**src/hw/rtl/kls_pkg.sv**
```systemverilog
package kls_pkg;

  localparam int VALUE_W = 32;
  localparam int RANK_W  = 5;

  typedef struct packed {
    logic signed [VALUE_W-1:0] kth_value;
    logic                      short_set;
  } result_t;

endpackage

```
**src/hw/rtl/kls_in_if.sv**
```systemverilog
interface kls_in_if
  import kls_pkg::*;
();
  logic                      valid;
  logic                      ready;
  logic signed [VALUE_W-1:0] sample_value;
  logic                      set_end;

  modport source (output valid, output sample_value, output set_end, input ready);
  modport sink (input valid, input sample_value, input set_end, output ready);
endinterface

```
**src/hw/rtl/kls_out_if.sv**
```systemverilog
interface kls_out_if
  import kls_pkg::*;
();
  logic                      valid;
  logic                      ready;
  logic signed [VALUE_W-1:0] kth_value;
  logic                      short_set;

  modport source (output valid, output kth_value, output short_set, input ready);
  modport sink (input valid, input kth_value, input short_set, output ready);
endinterface

```
**src/hw/rtl/kth_largest_selector.sv**
```systemverilog
// k-th largest selector: takes one signed 32-bit value per transfer on samples and keeps the
// rank_k largest values of the current set, sorted high to low in a small store (equal values
// count separately). On the transfer marked set_end the smallest kept value, i.e. the k-th
// largest of the set, goes out on results; short_set flags a set with fewer than k values, and
// the store is then emptied for the next set. rank_k of zero acts as 1, above KEEP_MAX it
// saturates. Each value is handled by one comparator and one store port walking the kept list
// from its smallest end, one entry per cycle: an item passes a start state, a full-store check
// when the store is full (a value that does not beat the smallest is dropped there), steps that
// move smaller entries down and write the value, and a finish state; a set end adds a fetch.
// samples is not ready while an item is being worked; a finished result waits in an output
// register so the next set can start. The store needs no clearing after reset.
module kth_largest_selector
  import kls_pkg::*;
#(
  parameter int KEEP_MAX = 16
) (
  input  logic              clk,
  input  logic              rst,
  input  logic              cfg_we,
  input  logic [RANK_W-1:0] cfg_wdata,
  kls_in_if.sink            samples,
  kls_out_if.source         results
);

  localparam int CW = $clog2(KEEP_MAX + 1);
  localparam int AW = (KEEP_MAX > 1) ? $clog2(KEEP_MAX) : 1;

  // rank register, resets to 1 (the maximum value)
  logic [RANK_W-1:0] rank_k;
  logic [31:0]       rank_wide;
  logic [31:0]       k_wide;
  logic [CW-1:0]     k_eff;

  // sequencer to store
  logic                      mem_we;
  logic [AW-1:0]             mem_waddr;
  logic signed [VALUE_W-1:0] mem_wdata;
  logic [AW-1:0]             mem_raddr;
  logic signed [VALUE_W-1:0] mem_rdata;

  // result handoff
  logic    res_valid;
  logic    res_ready;
  result_t res;
  result_t out_data;
  logic    out_valid;

  always_ff @(posedge clk) begin
    if (rst) begin
      rank_k <= RANK_W'(1);
    end else if (cfg_we) begin
      rank_k <= cfg_wdata;
    end
  end

  // zero means the maximum, large ranks clamp to the store depth
  always_comb begin
    rank_wide = 32'(rank_k);
    if (rank_wide == '0) begin
      k_wide = 32'd1;
    end else if (rank_wide > 32'(KEEP_MAX)) begin
      k_wide = 32'(KEEP_MAX);
    end else begin
      k_wide = rank_wide;
    end
  end

  assign k_eff = k_wide[CW-1:0];

  kls_seq #(
    .KEEP_MAX (KEEP_MAX)
  ) u_seq (
    .clk       (clk),
    .rst       (rst),
    .in_valid  (samples.valid),
    .in_ready  (samples.ready),
    .in_value  (samples.sample_value),
    .in_last   (samples.set_end),
    .k_eff     (k_eff),
    .res_valid (res_valid),
    .res_ready (res_ready),
    .res       (res),
    .mem_we    (mem_we),
    .mem_waddr (mem_waddr),
    .mem_wdata (mem_wdata),
    .mem_raddr (mem_raddr),
    .mem_rdata (mem_rdata)
  );

  kls_store #(
    .DEPTH (KEEP_MAX)
  ) u_store (
    .clk   (clk),
    .we    (mem_we),
    .waddr (mem_waddr),
    .wdata (mem_wdata),
    .raddr (mem_raddr),
    .rdata (mem_rdata)
  );

  // output register: loads whenever it is empty or being drained this cycle
  assign res_ready = !out_valid || results.ready;

  always_ff @(posedge clk) begin
    if (rst) begin
      out_valid <= 1'b0;
    end else if (res_valid && res_ready) begin
      out_valid <= 1'b1;
    end else if (results.ready) begin
      out_valid <= 1'b0;
    end
    if (res_valid && res_ready) begin
      out_data <= res;
    end
  end

  assign results.valid     = out_valid;
  assign results.kth_value = out_data.kth_value;
  assign results.short_set = out_data.short_set;

endmodule

```
**src/hw/rtl/kls_store.sv**
```systemverilog
module kls_store
  import kls_pkg::*;
#(
  parameter int DEPTH = 16,
  localparam int AW = (DEPTH > 1) ? $clog2(DEPTH) : 1
) (
  input  logic                      clk,
  input  logic                      we,
  input  logic [AW-1:0]             waddr,
  input  logic signed [VALUE_W-1:0] wdata,
  input  logic [AW-1:0]             raddr,
  output logic signed [VALUE_W-1:0] rdata
);

  // kept values in descending order, read data registered
  logic signed [VALUE_W-1:0] mem [DEPTH];

  always_ff @(posedge clk) begin
    if (we) begin
      mem[waddr] <= wdata;
    end
    rdata <= mem[raddr];
  end

endmodule

```
**src/hw/rtl/kls_seq.sv**
```systemverilog
module kls_seq
  import kls_pkg::*;
#(
  parameter int KEEP_MAX = 16,
  localparam int CW = $clog2(KEEP_MAX + 1),
  localparam int AW = (KEEP_MAX > 1) ? $clog2(KEEP_MAX) : 1
) (
  input  logic                      clk,
  input  logic                      rst,
  input  logic                      in_valid,
  output logic                      in_ready,
  input  logic signed [VALUE_W-1:0] in_value,
  input  logic                      in_last,
  input  logic [CW-1:0]             k_eff,
  output logic                      res_valid,
  input  logic                      res_ready,
  output result_t                   res,
  output logic                      mem_we,
  output logic [AW-1:0]             mem_waddr,
  output logic signed [VALUE_W-1:0] mem_wdata,
  output logic [AW-1:0]             mem_raddr,
  input  logic signed [VALUE_W-1:0] mem_rdata
);

  localparam logic [2:0] S_IDLE    = 3'd0;
  localparam logic [2:0] S_START   = 3'd1;
  localparam logic [2:0] S_CHKFULL = 3'd2;
  localparam logic [2:0] S_STEP    = 3'd3;
  localparam logic [2:0] S_PLACE   = 3'd4;
  localparam logic [2:0] S_FINISH  = 3'd5;
  localparam logic [2:0] S_FETCH   = 3'd6;

  logic [2:0]                state, state_next;
  logic [CW-1:0]             count, count_next;
  logic [CW-1:0]             kq, kq_next;
  logic [AW-1:0]             i, i_next;
  logic [AW-1:0]             i_dec;
  logic signed [VALUE_W-1:0] value, value_next;
  logic                      last, last_next;

  assign i_dec = i - 1'b1;

  always_comb begin
    state_next = state;
    count_next = count;
    kq_next    = kq;
    i_next     = i;
    value_next = value;
    last_next  = last;
    mem_we     = 1'b0;
    mem_waddr  = i;
    mem_wdata  = value;
    mem_raddr  = '0;
    in_ready   = 1'b0;
    res_valid  = 1'b0;
    unique case (state)
      S_IDLE: begin
        in_ready = 1'b1;
        if (in_valid) begin
          value_next = in_value;
          last_next  = in_last;
          kq_next    = k_eff;
          // trim to the current rank before inserting
          count_next = (count > k_eff) ? k_eff : count;
          state_next = S_START;
        end
      end
      S_START: begin
        if (count == kq) begin
          mem_raddr  = AW'(kq - 1'b1);
          i_next     = AW'(kq - 1'b1);
          state_next = S_CHKFULL;
        end else if (count == '0) begin
          i_next     = '0;
          count_next = count + 1'b1;
          state_next = S_PLACE;
        end else begin
          mem_raddr  = AW'(count - 1'b1);
          i_next     = AW'(count);
          count_next = count + 1'b1;
          state_next = S_STEP;
        end
      end
      S_CHKFULL: begin
        // full store: drop the new value unless it beats the smallest
        if (mem_rdata >= value) begin
          state_next = S_FINISH;
        end else if (i == '0) begin
          state_next = S_PLACE;
        end else begin
          mem_raddr  = i_dec;
          state_next = S_STEP;
        end
      end
      S_STEP: begin
        mem_we = 1'b1;
        if (mem_rdata < value) begin
          // move the smaller entry down one slot
          mem_wdata = mem_rdata;
          i_next    = i_dec;
          if (i_dec == '0) begin
            state_next = S_PLACE;
          end else begin
            mem_raddr = i_dec - 1'b1;
          end
        end else begin
          state_next = S_FINISH;
        end
      end
      S_PLACE: begin
        mem_we     = 1'b1;
        state_next = S_FINISH;
      end
      S_FINISH: begin
        if (last) begin
          mem_raddr  = AW'(count - 1'b1);
          state_next = S_FETCH;
        end else begin
          state_next = S_IDLE;
        end
      end
      S_FETCH: begin
        mem_raddr = AW'(count - 1'b1);
        res_valid = 1'b1;
        if (res_ready) begin
          count_next = '0;
          state_next = S_IDLE;
        end
      end
      default: begin
        state_next = S_IDLE;
      end
    endcase
  end

  assign res.kth_value = mem_rdata;
  assign res.short_set = (count < kq);

  always_ff @(posedge clk) begin
    if (rst) begin
      state <= S_IDLE;
      count <= '0;
    end else begin
      state <= state_next;
      count <= count_next;
    end
    kq    <= kq_next;
    i     <= i_next;
    value <= value_next;
    last  <= last_next;
  end

`ifndef SYNTHESIS
  a_count_bound: assert property (@(posedge clk) disable iff (rst)
    int'(count) <= KEEP_MAX)
    else $error("kept count above store depth");

  a_result_nonempty: assert property (@(posedge clk) disable iff (rst)
    res_valid |-> count != '0)
    else $error("result offered from an empty store");

  a_step_index: assert property (@(posedge clk) disable iff (rst)
    (state == S_STEP) |-> i != '0)
    else $error("shift step at the top slot");

  a_write_in_rank: assert property (@(posedge clk) disable iff (rst)
    mem_we |-> int'(mem_waddr) < int'(kq))
    else $error("store write beyond current rank");
`endif

endmodule

```
**src/flat_wrapper.sv**
```systemverilog
// flat-port wrapper written by rule: the top's interface ports become plain ports
module kth_largest_selector_flat import kls_pkg::*;
#(
  parameter int KEEP_MAX = 16
)
  (clk, rst, cfg_we, cfg_wdata, samples_valid, samples_sample_value, samples_set_end, samples_ready, results_valid, results_kth_value, results_short_set, results_ready);
  kls_in_if samples_i ();
  kls_out_if results_i ();
  input  logic clk;
  input  logic rst;
  input  logic cfg_we;
  input  logic [RANK_W-1:0] cfg_wdata;
  input wire logic [$bits(samples_i.valid)-1:0] samples_valid;
  input wire logic [$bits(samples_i.sample_value)-1:0] samples_sample_value;
  input wire logic [$bits(samples_i.set_end)-1:0] samples_set_end;
  output wire logic [$bits(samples_i.ready)-1:0] samples_ready;
  output wire logic [$bits(results_i.valid)-1:0] results_valid;
  output wire logic [$bits(results_i.kth_value)-1:0] results_kth_value;
  output wire logic [$bits(results_i.short_set)-1:0] results_short_set;
  input wire logic [$bits(results_i.ready)-1:0] results_ready;
  assign samples_i.valid = samples_valid;
  assign samples_i.sample_value = samples_sample_value;
  assign samples_i.set_end = samples_set_end;
  assign samples_ready = samples_i.ready;
  assign results_valid = results_i.valid;
  assign results_kth_value = results_i.kth_value;
  assign results_short_set = results_i.short_set;
  assign results_i.ready = results_ready;
  kth_largest_selector #(.KEEP_MAX(KEEP_MAX)) u_core (.clk(clk), .rst(rst), .cfg_we(cfg_we), .cfg_wdata(cfg_wdata), .samples(samples_i), .results(results_i));
endmodule
```
**config.mk**
```make
export PLATFORM = sky130hd
export DESIGN_NAME = kth_largest_selector_flat
export DESIGN_NICKNAME = d
export VERILOG_FILES = /design/src/hw/rtl/kls_pkg.sv /design/src/hw/rtl/kls_in_if.sv /design/src/hw/rtl/kls_out_if.sv /design/src/hw/rtl/kth_largest_selector.sv /design/src/hw/rtl/kls_store.sv /design/src/hw/rtl/kls_seq.sv /design/src/flat_wrapper.sv
export SDC_FILE = /design/constraint.sdc
export NUM_CORES = 1
export LEC_CHECK = 0
export BUFFER_PORTS_ARGS = -buffer_cell sky130_fd_sc_hd__buf_2
export CORE_ASPECT_RATIO = 1.75
export CORE_MARGIN = 1
export CORE_UTILIZATION = 56
export CTS_BUF_LIST = sky130_fd_sc_hd__clkbuf_16
export DETAILED_ROUTE_END_ITERATION = 6
export PLACE_DENSITY_LB_ADDON = 0.12
export SYNTH_ARGS = -nofsm -noshare
export SYNTH_HDL_FRONTEND = slang
export SYNTH_SLANG_ARGS = --single-unit
```
**constraint.sdc**
```tcl
create_clock -name clk -period 4.05 [get_ports clk]
set_clock_uncertainty 0.15 [all_clocks]
set_input_delay 1.0125 -clock clk [delete_from_list [all_inputs] [get_ports clk]]
set_output_delay 1.0125 -clock clk [all_outputs]
set_load 0.05 [all_outputs]
```
==> impl_metrics.env, run 1 <==
export IMPL_synth_edf_count=587
export IMPL_initial_core_util=0.565
export IMPL_syn_to_final_growth_pct=16.9
export IMPL_finalSetupViolations=0
export IMPL_finalHoldViolations=0
export IMPL_syn_avg_cell_area_um2=14.3
export IMPL_grt_overflow_total=0
export IMPL_drt_total_wl_um=66800
export IMPL_final_antenna_net_count=0
export IMPL_relSlewSlack=0.454
export IMPL_drc=0
export IMPL_dp_final_hpwl_um=40200
export IMPL_grt_pass1_wl_um=96600
export IMPL_grt_pass1_vias=15867
export IMPL_synthArstFlopShare=0
export IMPL_synth_distinct_cells=66
export IMPL_vias=16131
export IMPL_insertion_delay_ns=0.60
export IMPL_status="finished, final reports clean"
export IMPL_die_area_mm2=0.0473
export IMPL_nets=2098
export IMPL_h_tree_depth=2
export IMPL_crit_fanout=22
export IMPL_tritoncts="yes"
export IMPL_max_freq_mhz=251
export IMPL_crit_type="flop to flop"
export IMPL_peakVddDrop_mv=0.508
export IMPL_final_max_slew_violation_count=0
export IMPL_clock_path_buffers=3
export IMPL_pre_cts_ws_ns=-0.0622
export IMPL_synth_top_area_frac=0.679
export IMPL_die_h_um=287
export IMPL_io_pins=78
export IMPL_cap_violations=0
export IMPL_synth_mux_area_frac=0.0645
export IMPL_core_area_mm2=0.0459
export IMPL_cp_data_required_time_ns=4.37
export IMPL_synthCells=1810
export IMPL_power_density_mw_per_mm2=774
export IMPL_dpl_cell_area_mm2=0.0282
export IMPL_firstDrtPassIters=7
export IMPL_start_kind="flop"
export IMPL_chipWidth_um=165
export IMPL_synth_ff_latch_count=633
export IMPL_antenna_found_initial=0
export IMPL_ys_seq_area_frac=0.714
export IMPL_clk_pin_slew_ns=0.07
export IMPL_fin_crit_ns=3.99
export IMPL_synth_simple_gate_area_share=0.103
export IMPL_finalCritPeriodShare=0.985
export IMPL_synthesis_nets=1906
export IMPL_finalPower_mw=23.5
export IMPL_finalSetupTns_ns=0
export IMPL_portBuffers=77
export IMPL_clock_sinks=633
export IMPL_max_slew_worst_pin_slew_ns=0.817
export IMPL_yosysMostFrequentCell="edfxtp_1"
export IMPL_globalplace_congestion=0.910
export IMPL_critPathCaptureType="flop"
export IMPL_cp_arrival_ns=4.31
export IMPL_rsz0062_at_grt="true"
export IMPL_cts_root_buf="clkbuf_16"
export IMPL_yosys_warnings=0
export IMPL_numCtsBuffers=55
export IMPL_yosys_top_cells_count="edfxtp_1, nand2_1, mux2i_1"
export IMPL_synth_fa_ha_area_frac=0.0255
export IMPL_synth_compound_gate_area_share=0.0636
export IMPL_synth_area_mm2=0.0260
export IMPL_finalWorstSetupSlack_ns=0.0602
export IMPL_fp_row_count=104
export IMPL_ys_top_cells_by_area="edfxtp_1, mux2i_1, nand2_1"
export IMPL_final_layout_size_suffix_gt1_frac=0.194
export IMPL_synth_top_area_cell="edfxtp_1"
export IMPL_fin_area_mm2=0.0304
export IMPL_grt_max_degree=49
export IMPL_viasPerCell=6.13
export IMPL_hp_class="flop to flop"
export IMPL_ctsHoldBuffers=0
export IMPL_drtIter0Drc=1296
export IMPL_grt_use_total=0.283
export IMPL_routedWlPerCell_um=25.4
export IMPL_synth_flop_cell="edfxtp_1"
export IMPL_synth_xor_area_frac=0.00236
export IMPL_power_leakage_nw=11.6
export IMPL_synth_top_family_by_area="simple AND/OR/NAND/NOR gates"
[through the flow]
stage	utilization	hold slack [ns]	std cells
final	0.661	0.326	2630
after global routing	0.661	0.334	2629
after CTS	0.653	0.320	2616
after detailed placement	0.614	0.301	2513
after global placement	0.614	0.295	2513
after floorplan	-	0.275	1810
[state kept, by name, indices dropped and copies added (netlist names), 4 cells and up]
name	flops
u_core.rank_k	5
u_core.results.kth_value	32
u_core.u_seq.count	5
u_core.u_seq.kq	5
u_core.u_seq.mem_waddr	4
u_core.u_seq.value	32
u_core.u_store.mem	512
u_core.u_store.rdata	32
[worst max-delay path, cell delays in order, from the launching register on]
cell,delay [ns]
edfxtp_1,0.33
inv_1,0.06
ha_1,0.27
nand4_1,0.25
or4_4,0.64
or4_4,0.60
a32oi_2,0.25
o22ai_2,0.13
a21oi_4,0.22
buf_12,0.16
buf_16,0.18
nor3_1,0.11
a2111oi_4,0.33
nand3_2,0.15
[cell usage in the layout (no fill, tap or decap), types with 17 or more instances in the layout]
master,netlist,layout
nand3_1,138,137
a21oi_1,29,28
clkbuf_16,0,57
clkinv_1,1,17
nand2_1,286,285
o22a_1,34,34
a2111oi_2,29,27
dfxtp_1,46,46
buf_12,0,32
edfxtp_1,587,587
buf_2,41,78
mux2i_1,165,164
buf_4,8,115
nor2_1,32,17
ha_1,53,50
nor3_1,107,102
o21ai_0,41,41
inv_1,51,57
[per-layer routing]
| layer | GRT usage | vias up | part of all wire |
|---|---|---|---|
| met3 | 0.0336 | 183 | 0.056 |
| li1 | - | 7216 | - |
| met4 | 0.146 | 0 | 0.053 |
| met2 | 0.488 | 657 | 0.51 |
| met5 | 0 | - | 0 |
| met1 | 0.349 | 8075 | 0.38 |
[report_power, final]
part	total [mW]	switching [mW]	leakage [nW]	internal [mW]
combinational	9.64	5.92	5.04	3.71
sequential	8.77	0.393	5.69	8.37
clock	5.09	2.30	0.883	2.79
total	23.5	8.62	11.6	14.9
[cell families (layout without fill, tap and decap cells)]
logic type | Yosys count | count (layout)
flip-flops | 633 | 633
AND/OR/NAND/NOR | 600 | 600
AO/OA/AOI/OAI | 198 | 198
multiplexers | 167 | 167
buffers and inverters | 152 | 388
adder cells (fa/ha/maj) | 53 | 53
XOR/XNOR | 7 | 7
other | 0 | 1
[what timing repair did]
action                                 CTS  global route
setup endpoints to repair               32           512
gates resized for setup                  2            39
setup buffers                            2            10
pin swaps                                2            21
gates cloned                             0             3
endpoints found under the hold margin    0             0
[final timing paths]
path,start,to,slack (ns),cells past startpoint
setup / recovery,u_core.u_seq.value[16]$_DFFE_PP_,u_core.u_store.rdata[24]$_DFF_P_,0.06,13
hold reg to reg,u_core.u_store.rdata[3]$_DFF_P_,u_core.results.kth_value[3]$_DFFE_PP_,0.33,0
hold / removal,u_core.u_store.rdata[3]$_DFF_P_,u_core.results.kth_value[3]$_DFFE_PP_,0.33,0
setup reg to reg,u_core.u_seq.value[16]$_DFFE_PP_,u_core.u_store.rdata[24]$_DFF_P_,0.06,13
[cell type report]
cell class / count / area (µm²)
sequential: 633 / 18500
fill: 3254 / 15600
multi-input combinational: 1025 / 7090
timing repair buffer: 235 / 2070
clock buffer: 55 / 1380
tap: 583 / 729
clock inverter: 46 / 348
inverter: 52 / 195
antenna: 1 / 2.50
(Power assumes the default switching activity.)
==> inputs of run 2 (changes only) <==
--- a/config.mk
+++ b/config.mk
@@ -6,12 +6,14 @@
 export NUM_CORES = 1
 export LEC_CHECK = 0
 export BUFFER_PORTS_ARGS = -buffer_cell sky130_fd_sc_hd__buf_2
+export CELL_PAD_IN_SITES_DETAIL_PLACEMENT = 1
+export CELL_PAD_IN_SITES_GLOBAL_PLACEMENT = 2
 export CORE_ASPECT_RATIO = 1.75
 export CORE_MARGIN = 1
-export CORE_UTILIZATION = 56
+export CORE_UTILIZATION = 41
 export CTS_BUF_LIST = sky130_fd_sc_hd__clkbuf_16
 export DETAILED_ROUTE_END_ITERATION = 6
-export PLACE_DENSITY_LB_ADDON = 0.12
+export PLACE_DENSITY_LB_ADDON = 0.1
 export SYNTH_ARGS = -nofsm -noshare
 export SYNTH_HDL_FRONTEND = slang
 export SYNTH_SLANG_ARGS = --single-unit
==> run 2 against run 1 <==
Net effect: total power grew 11%; critical endpoint is now u_core.u_store.rdata[23]$_DFF_P_; sequential share of layout area shrank 3.1 points; register-to-register slack lost 0.03 ns; hold slack gained 0.0029 ns; via count grew 1.5%; fmax shrank 0.68%; setup slack lost 0.027 ns; count of clock-buffer cells in the layout grew 3; cell area grew 5.4%.
==> impl_metrics.env, run 2 (synthesized netlist as in run 1, its figures left out) <==
export IMPL_core_area_mm2=0.0624
export IMPL_holdWs_ns=0.329
export IMPL_n_antenna_cell=0
export IMPL_grt_overflow_total=0
export IMPL_firstDrtPassIters=7
export IMPL_slowest_stage="or4_4"
export IMPL_routedWlPerCell_um=27.1
export IMPL_critPathLaunch="u_core.u_seq.value[16]$_DFFE_PP_"
export IMPL_drt_total_wl_um=79900
export IMPL_vias=16377
export IMPL_antenna_found_initial=2
export IMPL_cts_root_buf="clkbuf_16"
export IMPL_slowest_delay_ns=0.56
export IMPL_fp_row_count=121
export IMPL_grt_pass1_vias=17508
export IMPL_final_antenna_net_count=0
export IMPL_cp_arrival_ns=4.41
export IMPL_hp_class="flop to flop"
export IMPL_layout_commonest_cell="edfxtp_1"
export IMPL_portBuffers=77
export IMPL_grt_pass1_wl_um=116000
export IMPL_max_freq_mhz=249
export IMPL_critPathCaptureType="flop"
export IMPL_syn_to_final_growth_pct=23.3
export IMPL_nets=2195
export IMPL_h_tree_depth=2
export IMPL_cap_violations=0
export IMPL_finalHoldViolations=0
export IMPL_dpl_cell_count=2787
export IMPL_io_pins=78
export IMPL_finalSetupViolations=0
export IMPL_finalPower_mw=26.2
export IMPL_dpl_cell_area_mm2=0.0289
export IMPL_clock_sinks=633
export IMPL_max_slew_worst_pin_slew_ns=1.13
export IMPL_crit_type="flop to flop"
export IMPL_nFillCells=6107
export IMPL_top_register="u_core.u_store.mem"
export IMPL_hold_start="u_core.u_store.rdata[21]$_DFF_P_"
export IMPL_chipWidth_um=192
export IMPL_crit_chain="inv_1, ha_1, nand4_1, buf_6, or4_4, or4_4, a32oi_1, o22ai_2, a21o_4, buf_12, or2_4, buf_12, o22a_1, nand3_1"
export IMPL_finalWorstSetupSlack_ns=0.0329
export IMPL_final_layout_size_suffix_gt1_frac=0.244
export IMPL_peakVddDrop_mv=0.623
export IMPL_numCtsBuffers=57
export IMPL_rr_startpoint="u_core.u_seq.value[16]$_DFFE_PP_"
export IMPL_start_kind="flop"
export IMPL_dp_final_hpwl_um=48400
export IMPL_grt_max_degree=44
export IMPL_globalplace_congestion=0.805
export IMPL_viasPerCell=5.56
export IMPL_drc=0
export IMPL_layout_core_utilization=0.513
export IMPL_final_cell_mix="edfxtp_1, nand2_1, buf_4"
export IMPL_crit_fanout=20
export IMPL_relSlewSlack=0.245
export IMPL_drtIter0Drc=845
export IMPL_insertion_delay_ns=0.64
export IMPL_largest_reg_flops=512
export IMPL_clk_pin_slew_ns=0.07
export IMPL_power_density_mw_per_mm2=817
export IMPL_status="finished, final reports clean"
export IMPL_initial_core_util=0.416
export IMPL_power_leakage_nw=12.3
export IMPL_fin_area_mm2=0.0320
export IMPL_grt_use_total=0.252
export IMPL_die_h_um=335
export IMPL_final_cells=2946
export IMPL_ctsHoldBuffers=0
export IMPL_final_max_slew_violation_count=0
export IMPL_die_area_mm2=0.0644
export IMPL_clock_path_buffers=3
export IMPL_tritoncts="yes"
export IMPL_cp_data_required_time_ns=4.45
export IMPL_pre_cts_ws_ns=-0.569
export IMPL_fin_crit_ns=4.02
export IMPL_rsz0062_at_grt="true"
export IMPL_finalSetupTns_ns=0
export IMPL_finalCritPeriodShare=0.992
run 2: worst paths after layout:
check | end | slack (ns) | cells after the start
max | u_core.u_store.rdata[23]$_DFF_P_ | 0.03 | 14
min | u_core.results.kth_value[21]$_DFFE_PP_ | 0.33 | 0
max reg2reg | u_core.u_store.rdata[23]$_DFF_P_ | 0.03 | 14
min reg2reg | u_core.results.kth_value[21]$_DFFE_PP_ | 0.33 | 0
run 2: cell type report:
| class | count | area [µm²] | share of cell area |
|---|---|---|---|
| flip-flops and latches | 633 | 18500 | 0.579 |
| multi-input cells | 1025 | 7330 | 0.229 |
| repair buffers | 330 | 3010 | 0.0940 |
| clock buffers | 58 | 1450 | 0.0453 |
| well taps | 799 | 1000 | 0.0312 |
| clock inverters | 49 | 483 | 0.0151 |
| inverters | 52 | 195 | 0.00610 |
run 2: timing repair:
item	CTS	global route
pin swaps	21	32
gates resized for setup	62	36
setup buffers	24	23
cloned	6	2
setup endpoints to repair	445	175
run 2: metal layers:
layer  global-route usage  wire (µm)
met1                0.298      32200
met3               0.0270       2090
met5                    0         13
met2                0.472      43300
met4               0.0707       2320
run 2: worst max-delay path: cells and delay by family (launching register included):
kind,cells,cell delay [ns]
and+or+nand+nor,5,1.72
AOI/OAI and AO/OA,4,0.88
adders and majority gates,1,0.29
buffers and inverters,4,0.57
DFF,1,0.34
run 2: report_power, final:
group	total (mW)	leakage (nW)	internal [mW]	switching [mW]
logic	11.8	5.64	4.78	6.98
clock network	5.62	0.996	3.18	2.44
registers	8.78	5.69	8.38	0.401
total	26.2	12.3	16.3	9.81
==> inputs of run 3 (changes only) <==
--- a/config.mk
+++ b/config.mk
@@ -11,7 +11,6 @@
 export CORE_ASPECT_RATIO = 1.75
 export CORE_MARGIN = 1
 export CORE_UTILIZATION = 41
-export CTS_BUF_LIST = sky130_fd_sc_hd__clkbuf_16
 export DETAILED_ROUTE_END_ITERATION = 6
 export PLACE_DENSITY_LB_ADDON = 0.1
 export SYNTH_ARGS = -nofsm -noshare
==> run 3 against run 2 <==
Net effect: wire length increased by 0.45%; clock power rose by 3%; total power is 1.2% higher; critical path depth is the same; core utilization grew 0.25 points; cell area is 0.49% higher.
==> impl_metrics.env, run 3 (synthesized netlist as in run 1, its figures left out) <==
export IMPL_drt_total_wl_um=80200
export IMPL_peakVddDrop_mv=0.619
export IMPL_wl_met2_um=43500
export IMPL_slowest_stage="or4_4"
export IMPL_final_antenna_net_count=0
export IMPL_firstDrtPassIters=5
export IMPL_grt_pass1_vias=17502
export IMPL_hp_class="flop to flop"
export IMPL_die_h_um=335
export IMPL_regArea_mm2=0.0185
export IMPL_clock_path_buffers=3
export IMPL_routedWlPerCell_um=27.2
export IMPL_cp_arrival_ns=4.35
export IMPL_status="finished, final reports clean"
export IMPL_drc=0
export IMPL_cap_violations=0
export IMPL_m1WireLength_um=31900
export IMPL_finalCritPeriodShare=1.00
export IMPL_grt_pass1_wl_um=116000
export IMPL_cp_buffers_inverters=4
export IMPL_viasPerCell=5.55
export IMPL_max_slew_worst_pin_slew_ns=1.12
export IMPL_fin_crit_ns=4.05
export IMPL_finalSetupViolations=0
export IMPL_slowest_delay_ns=0.53
export IMPL_finalWorstSetupSlack_ns=0.00110
export IMPL_start_kind="flop"
export IMPL_grt_max_degree=44
export IMPL_top_register="u_core.u_store.mem"
export IMPL_antenna_found_initial=2
export IMPL_nFillCells=6096
export IMPL_finalSetupTns_ns=0
export IMPL_power_leakage_nw=12.3
export IMPL_cp_data_required_time_ns=4.35
export IMPL_finalHoldViolations=0
export IMPL_die_area_mm2=0.0644
export IMPL_h_tree_depth=2
export IMPL_finalPower_mw=26.5
export IMPL_critPathTopFamily="simple AND/OR/NAND/NOR gates"
export IMPL_critPathCaptureType="flop"
export IMPL_vias=16412
export IMPL_fp_row_count=121
export IMPL_layout_commonest_cell="edfxtp_1"
export IMPL_ctsHoldBuffers=0
export IMPL_clock_sinks=633
export IMPL_dp_final_hpwl_um=48400
export IMPL_crit_fanout=41
export IMPL_core_area_mm2=0.0624
export IMPL_tritoncts="yes"
export IMPL_multiInputGateArea_mm2=0.00732
export IMPL_final_cell_mix="edfxtp_1, nand2_1, buf_4"
export IMPL_crit_chain="inv_1, ha_1, nand4_1, buf_6, or4_4, nor4_4, buf_4, o32a_1, o41a_4, buf_8, mux2i_1, nor3_4, a2111oi_2, nand3_1"
export IMPL_crit_type="flop to flop"
export IMPL_swShare=0.372
export IMPL_globalplace_congestion=0.805
export IMPL_grt_overflow_total=0
export IMPL_switchingPower_mw=9.86
export IMPL_chipWidth_um=192
export IMPL_portBuffers=77
export IMPL_grt_use_total=0.252
export IMPL_cts_root_buf="clkbuf_16"
export IMPL_initial_core_util=0.416
export IMPL_pre_cts_ws_ns=-0.569
export IMPL_layout_core_utilization=0.516
export IMPL_nets=2204
export IMPL_final_max_slew_violation_count=0
export IMPL_dpl_cell_count=2787
export IMPL_rsz0062_at_grt="true"
export IMPL_wl_met3_um=2430
export IMPL_final_cells=2955
export IMPL_relSlewSlack=0.252
export IMPL_max_freq_mhz=247
export IMPL_n_antenna_cell=0
export IMPL_p_seq_frac=0.332
export IMPL_largest_reg_flops=512
export IMPL_numCtsBuffers=57
export IMPL_syn_to_final_growth_pct=23.9
export IMPL_io_pins=78
export IMPL_insertion_delay_ns=0.64
export IMPL_final_layout_size_suffix_gt1_frac=0.250
export IMPL_combPwrFrac=0.449
export IMPL_clock_power_share=0.219
export IMPL_p_int_mw=16.6
export IMPL_topRoutingLayerUsed="met5"
export IMPL_power_density_mw_per_mm2=823
export IMPL_drtIter0Drc=811
export IMPL_clk_pin_slew_ns=0.07
## run 3: cell count changes in the layout (fill, tap and decap cells not counted), moves of 7 or more
cell	previous run	this run
inv_1	62	48
clkbuf_1	0	14
clkinv_1	10	3
clkbuf_8	0	7
buf_4	194	202
## run 3: final cells by class
cell class	count	share of cell area
tap	799	0.0311
clock inverter	28	0.0126
sequential	633	0.577
inverter	52	0.00607
clock buffer	79	0.0497
timing repair buffer	339	0.0964
multi-input combinational	1025	0.228
## run 3: power by group through the flow
stage / Combinational (mW) / Clock, mW / Sequential (mW)
finish: 11.9 / 5.80 / 8.78
global route: 12.7 / 6.14 / 8.83
CTS: 11.4 / 5.93 / 8.77
detailed placement: 10.4 / 0 / 8.90
global placement: 10.2 / 0 / 8.87
floorplan: 5.64 / 0 / 8.79
## run 3: path summary, 6_finish.rpt
check                                         from                                     end  slack (ns)  cells past startpoint
setup / recovery  u_core.u_seq.value[16]$_DFFE_PP_        u_core.u_store.rdata[23]$_DFF_P_       0.001                     14
hold / removal    u_core.u_store.rdata[21]$_DFF_P_  u_core.results.kth_value[21]$_DFFE_PP_        0.33                      0
setup reg to reg  u_core.u_seq.value[16]$_DFFE_PP_        u_core.u_store.rdata[23]$_DFF_P_       0.001                     14
hold reg to reg   u_core.u_store.rdata[21]$_DFF_P_  u_core.results.kth_value[21]$_DFFE_PP_        0.33                      0
## run 3: what timing repair did
item | CTS | global route
pin swaps | 21 | 30
resized for setup | 61 | 38
cloned | 6 | 3
buffers inserted | 24 | 31
setup endpoints to repair | 440 | 173
## run 3: stage by stage
| stage | hold slack (ns) | area, µm² |
|---|---|---|
| 2_1_floorplan | 0.275 | 26000 |
| 3_3_place_gp | 0.297 | 28900 |
| 3_5_place_dp | 0.310 | 28900 |
| 4_1_cts | 0.333 | 31700 |
| 5_1_grt | 0.357 | 32200 |
| 6_report | 0.329 | 32200 |
## run 3: worst register-to-register path, stage by stage (launching register included)
cell,delay (ns)
edfxtp_1,0.34
inv_1,0.05
ha_1,0.29
nand4_1,0.13
buf_6,0.17
or4_4,0.54
nor4_4,0.23
buf_4,0.16
o32a_1,0.20
o41a_4,0.24
buf_8,0.34
mux2i_1,0.42
nor3_4,0.06
a2111oi_2,0.33
nand3_1,0.25
## run 3: layer usage
layer | track usage | vias up
met5 | 0 | -
met4 | 0.0720 | 2
met3 | 0.0273 | 112
met2 | 0.472 | 317
met1 | 0.297 | 8554
li1 | - | 7427
